File: src/hdl/pfa_pkg.sv
package pfa_pkg;

	// default table sizes
	localparam int FRAMES_DEF = 128;
	localparam int PROCS_DEF  = 128;

	// command codes
	localparam logic [2:0] CMD_ADD  = 3'd0;
	localparam logic [2:0] CMD_DEL  = 3'd1;
	localparam logic [2:0] CMD_STOP = 3'd2;
	localparam logic [2:0] CMD_RUN  = 3'd3;
	localparam logic [2:0] CMD_READ = 3'd4;

	// status codes
	localparam logic [2:0] ST_OK         = 3'd0;
	localparam logic [2:0] ST_NOT_FOUND  = 3'd1;
	localparam logic [2:0] ST_NO_MEMORY  = 3'd2;
	localparam logic [2:0] ST_BAD_SIZE   = 3'd3;
	localparam logic [2:0] ST_TABLE_FULL = 3'd4;

	// configuration registers
	localparam logic CFG_PAGE_LOG2  = 1'b0;
	localparam logic CFG_PAGE_COUNT = 1'b1;
	localparam logic [4:0] LG_RESET   = 5'd12;
	localparam logic [4:0] LG_MAX     = 5'd16;
	localparam logic [7:0] PCNT_RESET = 8'd128;

	typedef enum logic [3:0] {
		S_IDLE, S_SCAN, S_DECIDE, S_REL, S_RLOOP, S_RLOAD, S_FIT, S_PLACE,
		S_RD1, S_RD2, S_RD3, S_DONE
	} pfa_state_t;

	// controller to datapath
	typedef struct packed {
		logic       load;
		logic       scan_clr;
		logic       scan_step;
		logic       add_commit;
		logic       req_inc;
		logic       rel_step;
		logic       rloop_adv;
		logic       run_load;
		logic       run_take;
		logic       place_init;
		logic       place_step;
		logic       rd_frame;
		logic       rd_entry;
		logic       rd_take;
		logic       finish;
		logic [2:0] st;
	} pfa_cmd_t;

	// datapath to controller
	typedef struct packed {
		logic [2:0] cmd;
		logic       scan_done;
		logic       rel_done;
		logic       rloop_end;
		logic       cur_hit;
		logic       any_hit;
		logic       size_zero;
		logic       add_short;
		logic       slot_found;
		logic       fits;
		logic       place_done;
		logic       out_busy;
	} pfa_stat_t;

	// pages needed for a size at a given page size
	function automatic logic [24:0] pages_for(input logic [23:0] s, input logic [4:0] lg);
		logic [23:0] m;
		m = (24'd1 << lg) - 24'd1;
		return {1'b0, (s >> lg)} + 25'(|(s & m));
	endfunction

endpackage

File: src/hdl/pfa_ctrl.sv
module pfa_ctrl (
	input  logic               clk,
	input  logic               arst_n,
	input  logic               req_valid,
	output logic               req_ready,
	input  pfa_pkg::pfa_stat_t sts,
	output pfa_pkg::pfa_cmd_t  ctl
);
	import pfa_pkg::*;

	pfa_state_t state_q, state_d;
	logic [2:0] st_q, st_d;
	logic       ran_q, ran_d;

	// state register
	always_ff @(posedge clk or negedge arst_n) begin
		if (!arst_n) begin
			state_q <= S_IDLE;
			st_q    <= ST_OK;
			ran_q   <= 1'b0;
		end else begin
			state_q <= state_d;
			st_q    <= st_d;
			ran_q   <= ran_d;
		end
	end

	// sequence each request
	always_comb begin
		state_d   = state_q;
		st_d      = st_q;
		ran_d     = ran_q;
		ctl       = '0;
		ctl.st    = st_q;
		req_ready = 1'b0;
		case (state_q)
			S_IDLE: begin
				req_ready = 1'b1;
				if (req_valid) begin
					ctl.load = 1'b1;
					state_d  = S_SCAN;
				end
			end
			S_SCAN: begin
				if (sts.scan_done) state_d = S_DECIDE;
				else ctl.scan_step = 1'b1;
			end
			S_DECIDE: begin
				case (sts.cmd)
					CMD_ADD: begin
						ctl.req_inc = 1'b1;
						state_d     = S_DONE;
						if (sts.size_zero) st_d = ST_BAD_SIZE;
						else if (sts.add_short) st_d = ST_NO_MEMORY;
						else if (!sts.slot_found) st_d = ST_TABLE_FULL;
						else begin
							st_d           = ST_OK;
							ctl.add_commit = 1'b1;
							state_d        = S_FIT;
						end
					end
					CMD_DEL, CMD_STOP: begin
						st_d = sts.any_hit ? ST_OK : ST_NOT_FOUND;
						if (sts.any_hit) begin
							ctl.scan_clr = 1'b1;
							state_d      = S_REL;
						end else begin
							state_d = S_DONE;
						end
					end
					CMD_RUN: begin
						ctl.scan_clr = 1'b1;
						ran_d        = 1'b0;
						state_d      = S_RLOOP;
					end
					CMD_READ: state_d = S_RD1;
					default: begin
						st_d    = ST_OK;
						state_d = S_DONE;
					end
				endcase
			end
			S_REL: begin
				if (sts.rel_done) state_d = S_DONE;
				else ctl.rel_step = 1'b1;
			end
			S_RLOOP: begin
				if (sts.rloop_end) begin
					st_d    = ran_q ? ST_OK : (sts.any_hit ? ST_NO_MEMORY : ST_NOT_FOUND);
					state_d = S_DONE;
				end else if (sts.cur_hit) begin
					ctl.run_load = 1'b1;
					state_d      = S_RLOAD;
				end else begin
					ctl.rloop_adv = 1'b1;
				end
			end
			S_RLOAD: begin
				ctl.run_take = 1'b1;
				state_d      = S_FIT;
			end
			S_FIT: begin
				if (sts.fits) begin
					ctl.place_init = 1'b1;
					state_d        = S_PLACE;
				end else begin
					ctl.rloop_adv = 1'b1;
					state_d       = S_RLOOP;
				end
			end
			S_PLACE: begin
				if (!sts.place_done) begin
					ctl.place_step = 1'b1;
				end else if (sts.cmd == CMD_RUN) begin
					ran_d         = 1'b1;
					ctl.rloop_adv = 1'b1;
					state_d       = S_RLOOP;
				end else begin
					state_d = S_DONE;
				end
			end
			S_RD1: begin
				ctl.rd_frame = 1'b1;
				state_d      = S_RD2;
			end
			S_RD2: begin
				ctl.rd_entry = 1'b1;
				state_d      = S_RD3;
			end
			S_RD3: begin
				ctl.rd_take = 1'b1;
				st_d        = ST_OK;
				state_d     = S_DONE;
			end
			S_DONE: begin
				if (!sts.out_busy) begin
					ctl.finish = 1'b1;
					state_d    = S_IDLE;
				end
			end
			default: state_d = S_IDLE;
		endcase
	end

endmodule

File: config.mk
export PLATFORM = sky130hd
export DESIGN_NAME = pfa_ctrl
export DESIGN_NICKNAME = d
export VERILOG_FILES = /design/src/hdl/pfa_pkg.sv /design/src/hdl/pfa_ctrl.sv
export SDC_FILE = /design/constraint.sdc
export NUM_CORES = 1
export LEC_CHECK = 0
export BUFFER_PORTS_ARGS = -buffer_cell sky130_fd_sc_hd__buf_4
export CELL_PAD_IN_SITES_DETAIL_PLACEMENT = 1
export CELL_PAD_IN_SITES_GLOBAL_PLACEMENT = 1
export CORE_MARGIN = 10
export CORE_UTILIZATION = 34
export CTS_BUF_LIST = sky130_fd_sc_hd__clkbuf_4 sky130_fd_sc_hd__clkbuf_8 sky130_fd_sc_hd__clkbuf_16
export CTS_CLUSTER_DIAMETER = 120
export CTS_CLUSTER_SIZE = 24
export DETAILED_ROUTE_END_ITERATION = 12
export GPL_TIMING_DRIVEN = 0
export PLACE_DENSITY_LB_ADDON = 0.1
export SLEW_MARGIN = 20
export SYNTH_ARGS = -nofsm -noshare
export SYNTH_HDL_FRONTEND = slang
export SYNTH_SLANG_ARGS = --single-unit
File: constraint.sdc
create_clock -name clk -period 2.05 [get_ports clk]
set_input_delay 0.1025 -clock clk [delete_from_list [all_inputs] [get_ports clk]]
set_output_delay 0.1025 -clock clk [all_outputs]
set_load 0.005 [all_outputs]
==> results of run 1 <==
==> placed cells by master, fill, tap and decap left out, types with 2 or more instances in the layout <==
cell type	n
buf_4	35
nor2_1	9
inv_1	8
nor3_1	8
dfrtp_1	8
a21oi_1	7
nand2_1	6
o21ai_0	6
buf_2	5
nand2b_1	4
clkbuf_2	3
and3_1	3
a31oi_1	3
o32ai_1	3
mux2_2	3
a31o_2	3
clkbuf_4	3
or2_2	2
nor2b_1	2
or4b_1	2
nor3b_1	2
and2_1	2
a211oi_1	2
or4bb_1	2
==> cell families (layout without fill, tap and decap cells) <==
logic type / after synthesis / in the layout / synth area share
AND/OR/NAND/NOR: 52 / 52 / 0.335
AO/OA/AOI/OAI: 39 / 39 / 0.323
buffers and inverters: 18 / 56 / 0.0828
flip-flops: 8 / 8 / 0.214
multiplexers: 3 / 3 / 0.0360
XOR/XNOR: 1 / 1 / 0.00935
==> registers in the layout (all words and copies together) (netlist names) <==
register	cells
st_q	3
state_q	4
ran_q	1
==> layout make-up <==
class	instances	area (um^2)	share of cell area
clock buffer	3	22.5	0.0174
timing repair buffer	35	265	0.205
inverter	8	30.0	0.0232
tap	30	37.5	0.0290
buffer	10	51.3	0.0397
sequential	8	200	0.155
multi-input combinational	95	686	0.530
==> worst max-delay path, cell delays in order, from the launching register on <==
cell,delay (ns)
dfrtp_1,0.43
or4b_1,0.52
buf_2,0.18
o32ai_4,0.28
nor3_2,0.12
a211o_1,0.27
==> power by group <==
group          internal (W)  total [W]  switching [W]
sequential         0.000219   0.000262      0.0000428
clock             0.0000666   0.000114      0.0000478
combinational      0.000445    0.00100       0.000559
==> what timing repair did <==
action / 4_1_cts / 5_1_grt
endpoints found under the setup margin: 0 / 9
hold endpoints to repair: 8 / 0
resized for setup: 0 / 10
hold buffers: 1 / 0
==> per-layer routing <==
layer  track usage  wire [um]  part of all wire
met2         0.210       1650              0.48
met4        0.0570         63             0.018
met3        0.0327        221             0.064
met1         0.178       1540              0.44
met5             0          0                 0
==> worst max path at each step <==
stage | end | slack [ns] | depth (start not counted)
final | state_q[1] | 0.13 | 5
after global routing | state_q[1] | 0.003 | 5
after CTS | state_q[1] | 0.02 | 5
after detailed placement | state_q[1] | 0.03 | 5
after global placement | state_q[1] | 0.1 | 5
after floorplan | state_q[1] | 0.28 | 5
==> stage by stage <==
stage / power (W) / setup WS (ns) / instance area, um^2
final: 0.00138 / 0.128 / 1290
after global routing: 0.00153 / 0.00254 / 1290
after CTS: 0.00134 / 0.0244 / 1260
after detailed placement: 0.00122 / 0.0312 / 1230
after global placement: 0.00118 / 0.0989 / 1230
after floorplan: 0.000869 / 0.275 / 937
==> out/results.ini, run 1 <==
[clocking]
clk_pin_slew_ns=0.05
insertion_delay_ns=0.25
clock_path_buffers=2
cts_sinks=8
numCtsBuffers=3
post_cts_buffers=0
cts_tree=done
h-tree-depth=1
cts-root-buf=clkbuf_4

[logic_synthesis]
synth-edff-count=0
synthTopCellsByArea=dfrtp_1 (21%), nor3_1 (4.3%), nor2_1 (4.0%)
syn_nets=138
yosys.area.top_type=dfrtp_1
synthArstFlopShare=1.00
synth_commonest_cells=nor2_1 (10), dfrtp_1 (8), inv_1 (8), nor3_1 (8), a21oi_1 (7)
yosysWarnings=0
netlist.area_leader.share=0.214
synthCells=121
synth_ff_type=dfrtp_1
yosysUniqueCellTypes=47
yosysMostFrequentCell=nor2_1
ys_ff_latch=8
syn-cell-area_um2=937
seq_area_frac_synth=0.214
syn_avg_cell_area_um2=7.75

[drt]
num_vias=1111
ant_nets=0
wire_per_inst_um=18.4
routed_wl_um=3480
drt-initial-drc-count=107
first_pass_iters=4
route.detailed.drc=0
via_per_inst=5.88

[layout]
n_fill_cell=337
area.growth.synth_to_final_pct=37.9
n_antenna_cell=0
fin_cells=189
drive_gt1_frac=0.384
fin_util=0.508
nNetsFinal=178

[min_path]
hold_end=state_q[3]
min_path_cells=2
hold_class=input pin to flop
hold_start=sts[0]

[setup_path]
criticalPathCategory=flop to flop
crit_fanout=7
crit_start=state_q[1]
setup.worst_path.end_class=flop
rr_endpoint=state_q[1]
rr_worst_depth=5
cp-start-kind=flop
crit_arrival_ns=2.05
r2r_slack_ns=0.13
regToRegStartpoint=state_q[1]
cp_data_required_time_ns=2.18

[place]
dp_hpwl_um=2860
place_congestion=0.862
portBuffers=34
dp_cells=185

[die]
die_area_mm2=0.00526
initial_core_util=0.368
core_region_area_mm2=0.00254
dieHeight_um=72.5
rows=18
die_w_um=72.5
io_pins=36

[timing]
max_freq_ghz=0.520
hold_ws_ns=0.106
finalMaxSlewViolations=0
grt_setup_unrepaired=false
skew_ns=0.00161
fin_crit_ns=1.92
tightest_slew_ns=0.429
tns_ns=0
min_period_over_period=0.937
setup_viol=0
timing_hold_violations_final=0
slew_headroom=0.711

[power]
ir_drop_mv=0.626
power.leakage_nw=0.578
pwr_density_cell_mw_per_mm2=1070

[global_routing]
grt_pass1_wl_um=5910
antenna_found_initial=0
grtUsageTotal=0.137
grt_max_degree=11
gr-total-overflow=0
grt_pass1_vias=1207

[outcome]
status=completed

[flow_run]
drv_cap=0

Note: power is estimated with default switching activity, not from simulation.
==> run 2: changes to the inputs <==
--- a/config.mk
+++ b/config.mk
@@ -6,16 +6,14 @@
 export NUM_CORES = 1
 export LEC_CHECK = 0
 export BUFFER_PORTS_ARGS = -buffer_cell sky130_fd_sc_hd__buf_4
-export CELL_PAD_IN_SITES_DETAIL_PLACEMENT = 1
-export CELL_PAD_IN_SITES_GLOBAL_PLACEMENT = 1
 export CORE_MARGIN = 10
-export CORE_UTILIZATION = 34
+export CORE_UTILIZATION = 48
 export CTS_BUF_LIST = sky130_fd_sc_hd__clkbuf_4 sky130_fd_sc_hd__clkbuf_8 sky130_fd_sc_hd__clkbuf_16
 export CTS_CLUSTER_DIAMETER = 120
 export CTS_CLUSTER_SIZE = 24
 export DETAILED_ROUTE_END_ITERATION = 12
 export GPL_TIMING_DRIVEN = 0
-export PLACE_DENSITY_LB_ADDON = 0.1
+export PLACE_DENSITY = 0.79
 export SLEW_MARGIN = 20
 export SYNTH_ARGS = -nofsm -noshare
 export SYNTH_HDL_FRONTEND = slang
==> run 2 against run 1 <==
Sequential power is 2% lower. Final area is 2.2% lower. Die area is 22% lower. Final cell count is 2.6% lower. Core utilization is 20 points higher. Largest cell class unchanged.
==> out/results.ini, run 2 (synthesis results as in run 1) <==
[outcome]
status=completed

[timing]
finalMaxSlewViolations=0  ; unchanged
tns_ns=0  ; unchanged
setup_viol=0  ; unchanged
hold_ws_ns=0.113  ; +0.00653 ns
tightest_slew_ns=0.450  ; +0.0209 ns
timing_hold_violations_final=0  ; unchanged
skew_ns=0.0107  ; +0.00905 ns
final.setup.worst_slack_ns=0.140  ; +0.0120 ns
fin_crit_ns=1.91  ; -0.0120 ns
max_freq_ghz=0.524  ; +0.63%
min_period_over_period=0.932  ; -0.00587
slew_headroom=0.697  ; -0.0141
grt_setup_unrepaired=false

[global_routing]
grt_pass1_wl_um=4870  ; -18%
grt_pass1_vias=1105  ; -8.5%
gr-total-overflow=0  ; unchanged
antenna_found_initial=0  ; unchanged
grtUsageTotal=0.140  ; +0.00335
grt_max_degree=11  ; unchanged

[clocking]
cts-root-buf=clkbuf_4
clock_path_buffers=2  ; unchanged
numCtsBuffers=3  ; unchanged
insertion_delay_ns=0.26  ; about the same
cts_sinks=8  ; unchanged
h-tree-depth=1  ; unchanged
cts_tree=done
clk_pin_slew_ns=0.05  ; about the same

[layout]
seq_area_um2=200  ; unchanged
nNetsFinal=178  ; unchanged
area.growth.synth_to_final_pct=34.8
multiInputGateArea_um2=667  ; -2.7%
n_antenna_cell=0  ; unchanged
n_fill_cell=157  ; -53%
top_regs=state_q: 4 flops, st_q: 3 flops, ran_q: 1 flops
layout_commonest_cell=buf_4
drive_gt1_frac=0.358  ; -0.0252
mostFrequentLayoutCells=buf_4 (35), nor2_1 (9), inv_1 (8), nor3_1 (8), dfrtp_1 (8)
largest-register=state_q
largest_register_ffs=4  ; unchanged

[power]
pwr_density_cell_mw_per_mm2=1040  ; -2.6%
design_power_total_w=0.00132  ; -4.7%
ir_drop_mv=0.955  ; +53%
power.leakage_nw=0.568  ; -1.9%

[setup_path]
setup.worst_path.end_class=primary output
crit_arrival_ns=1.81  ; -0.24 ns
cp-start-kind=flop
crit_fanout=10  ; +3
criticalPathCategory=flop to primary output
cp_data_required_time_ns=1.95  ; -0.23 ns

[drt]
num_vias=1120  ; +0.81%
wire_per_inst_um=16.1  ; -13%
drt-initial-drc-count=50  ; -53%
first_pass_iters=4  ; unchanged
via_per_inst=6.09  ; +3.5%
routed_wl_um=2960  ; -15%
ant_nets=0  ; unchanged
route.detailed.drc=0  ; unchanged

[place]
portBuffers=34  ; unchanged
dp_hpwl_um=2390  ; -16%
place_congestion=0.903  ; +4.8%
pre_cts_slack_ns=0.135  ; +0.104 ns

[flow_run]
drv_cap=0  ; unchanged

[die]
die_w_um=64.2  ; -11%
io_pins=36  ; unchanged
core_region_area_mm2=0.00178  ; -30%
dieHeight_um=64.2  ; -11%
rows=15  ; -3
initial_core_util=0.526  ; +0.157
die_area_mm2=0.00412  ; -22%

[min_path]
hold_class=input pin to flop

## run 2: per-layer routing
layer,part of all wire,vias up,track usage
met5,0,-,0
met4,0.0027,0,0.0241
met3,0.081,4,0.0575
met2,0.50,40,0.235
met1,0.42,532,0.165
li1,-,544,-
## run 2: worst paths after layout
check | depth (start not counted) | endpoint | slack, ns | startpoint
worst max-delay path | 5 | ctl[16] | 0.14 | state_q[1]
worst min-delay path | 2 | state_q[3] | 0.11 | sts[0]
worst max register to register | 5 | state_q[1] | 0.14 | state_q[3]
worst min register to register | 1 | st_q[2] | 0.51 | st_q[2]
max in group asynchronous | 2 | state_q[1] | 1.72 | arst_n
min in group asynchronous | 2 | ran_q | 0.19 | arst_n
## run 2: through the flow
| stage | utilization | instance area (um^2) | instances |
|---|---|---|---|
| 4_1_cts | 0.705 | 1260 | 184 |
| 3_3_place_gp | 0.686 | 1220 | 180 |
| 6_report | 0.709 | 1260 | 184 |
| 2_1_floorplan | - | 937 | 121 |
| 5_1_grt | 0.709 | 1260 | 184 |
| 3_5_place_dp | 0.686 | 1220 | 180 |
## run 2: worst max-delay path, cell delays in order, from the launching register on
cell      delay (ns)
dfrtp_1         0.44
clkbuf_1        0.40
nor2b_1         0.24
nand2_1         0.14
a211oi_1        0.20
buf_4           0.15
## run 2: power breakdown
group / internal [W] / leakage [nW] / switching (W)
registers: 0.000219 / 0.105 / 0.0000393
clock network: 0.0000670 / 0.0138 / 0.0000535
logic: 0.000422 / 0.449 / 0.000514
total: 0.000708 / 0.568 / 0.000607
## run 2: what timing repair did
action,CTS,global route
hold endpoints to repair,8,0
setup endpoints to repair,0,3
hold buffers,1,0
setup buffers,0,0
gates resized for setup,0,2
## run 2: final cells by class
| class | instances | share of cell area |
|---|---|---|
| tap | 25 | 0.0248 |
| timing repair buffer | 35 | 0.210 |
| sequential | 8 | 0.158 |
| buffer | 10 | 0.0376 |
| multi-input combinational | 95 | 0.528 |
| clock buffer | 3 | 0.0178 |
| inverter | 8 | 0.0238 |
==> run 3: changes to the inputs <==
--- a/config.mk
+++ b/config.mk
@@ -5,15 +5,16 @@
 export SDC_FILE = /design/constraint.sdc
 export NUM_CORES = 1
 export LEC_CHECK = 0
+export ABC_AREA = 1
 export BUFFER_PORTS_ARGS = -buffer_cell sky130_fd_sc_hd__buf_4
 export CORE_MARGIN = 10
-export CORE_UTILIZATION = 48
+export CORE_UTILIZATION = 46
 export CTS_BUF_LIST = sky130_fd_sc_hd__clkbuf_4 sky130_fd_sc_hd__clkbuf_8 sky130_fd_sc_hd__clkbuf_16
 export CTS_CLUSTER_DIAMETER = 120
 export CTS_CLUSTER_SIZE = 24
 export DETAILED_ROUTE_END_ITERATION = 12
 export GPL_TIMING_DRIVEN = 0
-export PLACE_DENSITY = 0.79
+export PLACE_DENSITY = 0.78
 export SLEW_MARGIN = 20
 export SYNTH_ARGS = -nofsm -noshare
 export SYNTH_HDL_FRONTEND = slang
==> run 3 against run 2 <==
Die area fell by 5.6%. Non-clock buffer count is 9 lower. First-iteration DRC count down 60%. Routed wire length is 20% lower. Largest power group unchanged. Sequential power rose by 10%. Maximum frequency is 9.9% higher. Combinational power is 18% lower. Hold slack better by 0.026 ns. Critical endpoint is now ctl[11]. Flip-flop and latch count is the same.
==> out/results.ini, run 3 <==
[outcome]
status=completed

[timing]
tns_ns=0  ; unchanged
fin_crit_ns=1.74  ; -0.172 ns
min_period_over_period=0.848  ; -0.0838
finalMaxSlewViolations=0  ; unchanged
max_freq_ghz=0.575  ; +9.9%
slew_headroom=0.840  ; +0.143
timing_hold_violations_final=0  ; unchanged
grt_setup_unrepaired=false
skew_ns=0.00284  ; -0.00781 ns
setup_viol=0  ; unchanged
hold_ws_ns=0.138  ; +0.0257 ns
tightest_slew_ns=0.239  ; -0.210 ns

[power]
p_seq_frac=0.244  ; +0.048
switching_share=0.498  ; +0.0366
power_frac_comb=0.662  ; -0.050
internal-power_w=0.000585  ; -17%
ir_drop_mv=0.781  ; -18%
power.leakage_nw=0.734  ; +29%
design_power_total_w=0.00117  ; -11%
pwr_density_cell_mw_per_mm2=1010  ; -2.7%
pwr-share-clk=0.094  ; +0.002
p_sw_w=0.000581  ; -4.3%

[logic_synthesis]
syn_avg_cell_area_um2=5.29  ; -32%
synthCells=156  ; +29%
yosysWarnings=0  ; unchanged
seq_area_frac_synth=0.242  ; +0.0288
netlist.area_leader.share=0.259  ; +0.0455
yosysUniqueCellTypes=16  ; -66%
synthTopCellsByArea=nand2_1 (26%), dfrtp_1 (24%), nor2_1 (10%)
ys_ff_latch=8  ; unchanged
yosys.area.top_type=nand2_1
synth-edff-count=0  ; unchanged
synth_commonest_cells=nand2_1 (57), nor2_1 (23), inv_1 (22)
yosysMostFrequentCell=nand2_1
synth_ff_type=dfrtp_1
synthArstFlopShare=1.00  ; unchanged
syn-cell-area_um2=826  ; -12%
syn_nets=173  ; +25%

[global_routing]
grt_pass1_vias=960  ; -13%
antenna_found_initial=0  ; unchanged
gr-total-overflow=0  ; unchanged
grtUsageTotal=0.121  ; -0.0192
grt_pass1_wl_um=4050  ; -17%
grt_max_degree=9  ; -2

[drt]
route.detailed.drc=0  ; unchanged
drt-initial-drc-count=20  ; -60%
via_per_inst=4.65  ; -24%
num_vias=1024  ; -8.6%
ant_nets=0  ; unchanged
first_pass_iters=4  ; unchanged
wire_per_inst_um=10.7  ; -33%
routed_wl_um=2350  ; -20%

[setup_path]
r2r_slack_ns=0.66  ; +0.52 ns
path_buf_inv=2  ; unchanged
slowest_delay_ns=0.43  ; about the same
setup.worst_path.end_class=primary output
rr_worst_depth=8  ; +3
cp_top_family=simple AND/OR/NAND/NOR gates
criticalPathCategory=flop to primary output
cp_common_cell=nand2_1
crit_arrival_ns=1.64  ; -0.17 ns
crit_fanout=6  ; -4
rr_endpoint=state_q[0]
cp-start-kind=flop
regToRegStartpoint=state_q[1]
crit_path_cell_trace=inv_2 -> nand2_2 -> nor2_4 -> nand2_1 -> a21oi_1 -> nand2_1 -> o211ai_1 -> buf_4
critPathSlowestCell=dfrtp_1
cp_data_required_time_ns=1.95  ; about the same

[die]
initial_core_util=0.484  ; -0.0421
core_region_area_mm2=0.00171  ; -4.2%
dieHeight_um=62.4  ; -2.8%
die_area_mm2=0.00389  ; -5.6%
io_pins=36  ; unchanged
die_w_um=62.4  ; -2.8%
rows=15  ; unchanged

[place]
place_congestion=0.880  ; -2.6%
dp_hpwl_um=2100  ; -12%
portBuffers=35  ; +2.9%
dpl_cell_area_mm2=0.00112  ; -8.5%

[layout]
layout_commonest_cell=nand2_1
largest_register_ffs=4  ; unchanged
n_antenna_cell=0  ; unchanged
mostFrequentLayoutCells=nand2_1 (57), buf_4 (35), nor2_1 (23), inv_1 (22), nand3_1 (11)
top_regs=state_q: 4 flops, st_q: 3 flops, ran_q: 1 flops
drive_gt1_frac=0.277  ; -0.0816
largest-register=state_q
postLayoutCellArea_mm2=0.00115  ; -8.8%
nNetsFinal=214  ; +20%
area.growth.synth_to_final_pct=39.5
n_fill_cell=175  ; +11%

[clocking]
numCtsBuffers=3  ; unchanged
clock_path_buffers=2  ; unchanged
post_cts_buffers=0  ; unchanged
h-tree-depth=1  ; unchanged
cts_tree=done
clk_pin_slew_ns=0.05  ; about the same
cts_sinks=8  ; unchanged
cts-root-buf=clkbuf_4
insertion_delay_ns=0.24  ; -0.02 ns
cts_resized=0  ; unchanged

[min_path]
hold_class=input pin to flop
hold_end=st_q[2]
min_path_cells=4  ; +2
hold_start=sts[3]

[flow_run]
drv_cap=0  ; unchanged

-- run 3: changes by cell type after synthesis, moves of 5 or more --
cell / before / now
inv_2: 0 / 8
inv_1: 8 / 22
nand2_1: 6 / 57
nand3_1: 1 / 11
buf_2: 5 / 0
nor2_1: 10 / 23
nand2_2: 0 / 5
-- run 3: timing repair --
| action | CTS | global route |
|---|---|---|
| hold buffers | 1 | 0 |
| endpoints found under the hold margin | 8 | 0 |
| endpoints found under the setup margin | 0 | 0 |
-- run 3: routing by layer --
| layer | track usage | share of wire | up-vias |
|---|---|---|---|
| met5 | 0 | 0 | - |
| met4 | 0.0503 | 0.0094 | 0 |
| met3 | 0.0215 | 0.063 | 2 |
| met2 | 0.187 | 0.46 | 29 |
| met1 | 0.159 | 0.47 | 436 |
| li1 | - | - | 557 |
-- run 3: worst max path at each step --
stage / startpoint / endpoint / slack (ns) / cells after the start
global placement: state_q[0] / ctl[11] / 0.62 / 8
finish: state_q[0] / ctl[11] / 0.31 / 8
detailed placement: state_q[0] / ctl[11] / 0.58 / 8
floorplan: state_q[3] / state_q[0] / 0.85 / 8
CTS: state_q[0] / ctl[11] / 0.31 / 8
global route: state_q[2] / ctl[11] / 0.15 / 8
-- run 3: kinds of logic after synthesis --
| kind of cell | synth area share |
|---|---|
| compound gates | 0.0818 |
| buf+inv | 0.141 |
| flops | 0.242 |
| simple gates | 0.535 |
-- run 3: area by class of cell --
type | count | area (um^2) | area share
sequential | 8 | 200 | 0.174
inverter | 31 | 116 | 0.101
multi-input combinational | 117 | 509 | 0.442
timing repair buffer | 36 | 273 | 0.237
tap | 25 | 31.3 | 0.0271
clock buffer | 3 | 22.5 | 0.0195
-- run 3: metrics by stage --
step / util / std cells / setup slack [ns]
global placement: 0.656 / 216 / 0.625
floorplan: - / 156 / 0.847
global route: 0.675 / 220 / 0.149
detailed placement: 0.656 / 216 / 0.583
finish: 0.675 / 220 / 0.312
CTS: 0.675 / 220 / 0.313
-- run 3: worst register-to-register path: stages (launching register included) --
cell and delay [ns]:
dfrtp_1 0.43, inv_2 0.09, nand2_1 0.09, nor2_1 0.17
nand3_1 0.15, nand3_1 0.11, nor2_2 0.06, o21ai_1 0.09
nand2_1 0.08
-- run 3: power groups by stage --
stage | Clock [W] | Sequential, W | Combinational [W]
detailed placement | 0 | 0.000286 | 0.000773
floorplan | 0 | 0.000280 | 0.000514
finish | 0.000110 | 0.000285 | 0.000772
CTS | 0.000116 | 0.000284 | 0.000778
global placement | 0 | 0.000283 | 0.000760
global route | 0.000125 | 0.000296 | 0.000881
